===== config.mk =====
export PLATFORM = sky130hd
export DESIGN_NAME = rtqi_seqdiv
export DESIGN_NICKNAME = d
export VERILOG_FILES = /design/src/rtl/rtqi_seqdiv.sv
export SDC_FILE = /design/constraint.sdc
export NUM_CORES = 1
export LEC_CHECK = 0
export BUFFER_PORTS_ARGS = -buffer_cell sky130_fd_sc_hd__buf_2
export CAP_MARGIN = 20
export CORE_ASPECT_RATIO = 1.25
export CORE_MARGIN = 10
export CORE_UTILIZATION = 45
export CTS_CLUSTER_SIZE = 8
export DETAILED_ROUTE_END_ITERATION = 7
export PLACE_DENSITY = 0.86
export SYNTH_ARGS = -nofsm -noshare
export SYNTH_HDL_FRONTEND = slang
export SYNTH_SLANG_ARGS = --single-unit

===== constraint.sdc =====
create_clock -name clk -period 2.19 [get_ports clk]
set_input_delay 0.3285 -clock clk [delete_from_list [all_inputs] [get_ports clk]]
set_output_delay 0.3285 -clock clk [all_outputs]
set_load 0.05 [all_outputs]

===== src/rtl/rtqi_seqdiv.sv =====
// restoring divider, one quotient bit per cycle
module rtqi_seqdiv #(
  parameter int NW = 20,
  parameter int DW = 7
) (
  input  logic          clk,
  input  logic          rst_n,
  input  logic          start,
  input  logic [DW-1:0] rem_init,
  input  logic [NW-1:0] num,
  input  logic [DW-1:0] den,
  output logic          done,
  output logic [NW-1:0] quo,
  output logic [DW-1:0] rem
);

  localparam int CW = $clog2(NW + 1);

  logic          busy_r;
  logic [CW-1:0] cnt_r;
  logic [NW-1:0] num_r;
  logic [DW-1:0] rem_r;
  logic [DW:0]   trial;
  logic          fits;

  // one trial subtraction
  assign trial = {rem_r, num_r[NW-1]};
  assign fits  = trial >= {1'b0, den};

  // control
  always_ff @(posedge clk) begin
    if (!rst_n) begin
      busy_r <= 1'b0;
      cnt_r  <= '0;
    end else if (start) begin
      busy_r <= 1'b1;
      cnt_r  <= CW'(NW);
    end else if (busy_r) begin
      if (cnt_r == '0) begin
        busy_r <= 1'b0;
      end else begin
        cnt_r <= cnt_r - CW'(1);
      end
    end
  end

  // datapath: quotient bits shift in where dividend bits leave
  always_ff @(posedge clk) begin
    if (start) begin
      rem_r <= rem_init;
      num_r <= num;
    end else if (busy_r && cnt_r != '0) begin
      rem_r <= fits ? DW'(trial - {1'b0, den}) : DW'(trial);
      num_r <= {num_r[NW-2:0], fits};
    end
  end

  assign done = busy_r && (cnt_r == '0);
  assign quo  = num_r;
  assign rem  = rem_r;

endmodule

==> metrics.md <==
| Metric | Value |
|---|---|
| Fill count | between 300 and 400 |
| Count of pins over their slew limit | 0 |
| Synth-to-Final Area Change | 31.3% |
| Cell Area, Synth | ~1900 µm² |
| Core Region | 4130 µm² |
| Ys async rst share | 0% |
| DR DRC count | 0 |
| Adder-Cell Fraction of Synth Area | slightly above 6% |
| Largest net degree at the start of global routing | 38 |
| Clock Skew | a little under 0.01 ns |
| Post-synthesis xor/xnor area fraction | under 10% |
| Ports | 65 |
| Critical path class | reg2reg |
| Most frequent cells after synthesis | 27 x edfxtp_1, 19 x mux2_2, 17 x inv_1, 13 x nor2_1, 8 x ha_1 |
| Worst VDD drop | ~0.00067 V |
| Final instance area | 2540 µm² |
| CTS Sinks | 33 |
| Yosys top cell area share | roughly two fifths |
| Worst slew margin relative to its limit | 54.6% |
| CTS tree | done |
| Largest family of logic cells by synthesized area | compound AO/OA/AOI/OAI gates |
| DR iter-0 viols | 59 |
| Slew at the pin closest to its max-slew limit | just under 0.7 ns |
| Final Hold Vio Count | 0 |
| Fin util | 61.6% |
| Number of nets in the layout | slightly below 300 |
| Final setup margin | about 0.03 ns |
| Minimum clock period | roughly 2.2 ns |
| Clock Latency Late Sink | roughly 0.28 ns |
| Overall Global Routing Usage | 13.2% |
| Pre-CTS setup slack | -0.0313 ns |
| Routed vias | 1569 |
| Power Dens Cells | 846 nW/µm² |
| Max H-tree Level | 2 |
| Synth area leader | edfxtp_1 |
| Row cnt | 26 |
| Sequential fraction of the synthesis area | 48.1% |
| Worst-path clk slew | 0.07 ns |
| DRT Wirelength | 4.82 mm |
| Crit path max fanout | 4 |
| Period utilization | 98.6% |
| GP Congestion | 0.847 |
| Drt pass-1 iters | 4 |
| Chip Width | 78.7 µm |
| ANT nets after route | 0 |
| Max frequency | 463 MHz |
| Hpwl dp | 3.75 mm |
| Top FF cell, synth | edfxtp_1 |
| Root Buffer Master | clkbuf_8 |
| Antenna diodes | 0 |
| Req. time, crit path | 2.19 ns |
| Total gr overflow | 0 |
| PortBufs | 64 |
| Initial antenna violation count | 0 |
| Compound-Gate Fraction of Synth Area | roughly 14% |
| Hold Crit Class | in2reg |
| Yosys cell types | 42 |
| Simple-gate share of the synthesized area | 13.4% |
| Syn_nets | 215 |
| Cell Area, Placed | 2420 µm² |
| TritonCTS buffer count | 5 |
| Most used standard cell by instance count after synthesis | edfxtp_1 |
| Vias in the first global route | ~1700 |
| YS warnings | 0 |
| Post-Synthesis Cells | 169 |
| Status | completed |
| Starting Density | 46.9% |
| Post-synth EDFFs | 27 |
| Die height | 93.4 µm |
| Synth top area cells | edfxtp_1 42%, mux2_2 11%, dfxtp_1 6.2%, ha_1 5.2%, inv_1 3.3% |
| Critical Path Sink Type | register |
| Die footprint | approximately 7300 µm² |
| Crit start category | register |
| DR WL/cell | approximately 16 µm |
| Crit path DAT | 2.16 ns |
| Max cap viols | 0 |
| Layout cells sized above 1 | 47.8% |
| Mapped Avg Cell Area | 11.5 µm² |
| Leak | 1.10 nW |
| Post-synthesis register bit count | 33 |
| Hold_buf cts | 0 |
| Vias/cell | a little over 5 |
| Post-synthesis mux area share | 11.6% |
| Clk buf depth | 2 |
| First-pass GRT wire length | a little under 8 mm |
| Final setup viols | 0 |
-- cell type report --
class	instances	area [µm²]	area share (%)
clock buffer	7	76.3	3.00
sequential	33	931	36.6
timing repair buffer	79	445	17.5
clock inverter	1	5.00	0.197
inverter	17	63.8	2.51
tap	56	70.1	2.75
multi-input combinational	112	952	37.4
-- sequential cells by signal, summed over array words and instances (netlist names) --
register	cells
quo	20
rem	7
cnt_r	5
busy_r	1
-- where the power goes --
group          switching, mW  internal [mW]
clock                  0.208          0.223
combinational          0.557          0.331
sequential            0.0506          0.782
-- what timing repair did --
item / in CTS / in global routing
gates resized for setup: 0 / 8
endpoints found under the setup margin: 0 / 7
buffers inserted: 0 / 1
-- layout by cell type (no fill, tap or decap), types with 3 or more instances in the layout --
master    count
a21o_1        3
nor2b_1       7
ha_1          6
buf_4        14
a211oi_1      3
nand4_1       3
inv_1        17
mux2_2       19
and2_1        3
dfxtp_1       6
clkbuf_8      5
a21oi_1       3
buf_2        64
nand3_1       3
edfxtp_1     27
nand2b_1      5
nor2_1       13
-- worst max-delay path, cell delays in order, from the launching register on --
cell	delay, ns
edfxtp_1	0.34
inv_1	0.05
ha_2	0.17
fa_2	0.35
nand2b_4	0.15
a211o_1	0.29
buf_4	0.16
a41oi_1	0.24
o31ai_1	0.11
-- logic make-up after synthesis --
kind of cell    Yosys count
buf+inv                  24
xor+xnor                  4
fa+ha+maj                 9
flops                    33
simple gates             47
mux                      20
compound gates           32
-- final timing paths --
check	end	depth (start not counted)	slack (ns)	start
min	cnt_r[2]	2	0.29	rst_n
max reg2reg	rem[6]	8	0.03	quo[19]
min reg2reg	cnt_r[1]	2	0.53	cnt_r[1]
max	rem[6]	8	0.03	quo[19]
-- per-stage QoR --
step,std cells,power (mW),setup TNS (ns),hold slack [ns]
floorplan,169,1.46,-2.14,0.446
global placement,296,1.69,-0.0102,0.495
detailed placement,296,1.70,-0.0823,0.523
CTS,304,2.14,0,0.289
global route,305,2.27,-0.0926,0.284
finish,305,2.15,0,0.292
-- layer usage --
| layer | track usage [%] | wire length [µm] | vias to the layer above |
|---|---|---|---|
| met5 | 0 | 0 | - |
| met4 | 5.39 | 81 | 0 |
| met3 | 6.51 | 422 | 8 |
| met2 | 22.3 | 2400 | 51 |
| met1 | 13.5 | 1910 | 725 |
| li1 | - | - | 785 |
Note: power is estimated with default switching activity, not from simulation.
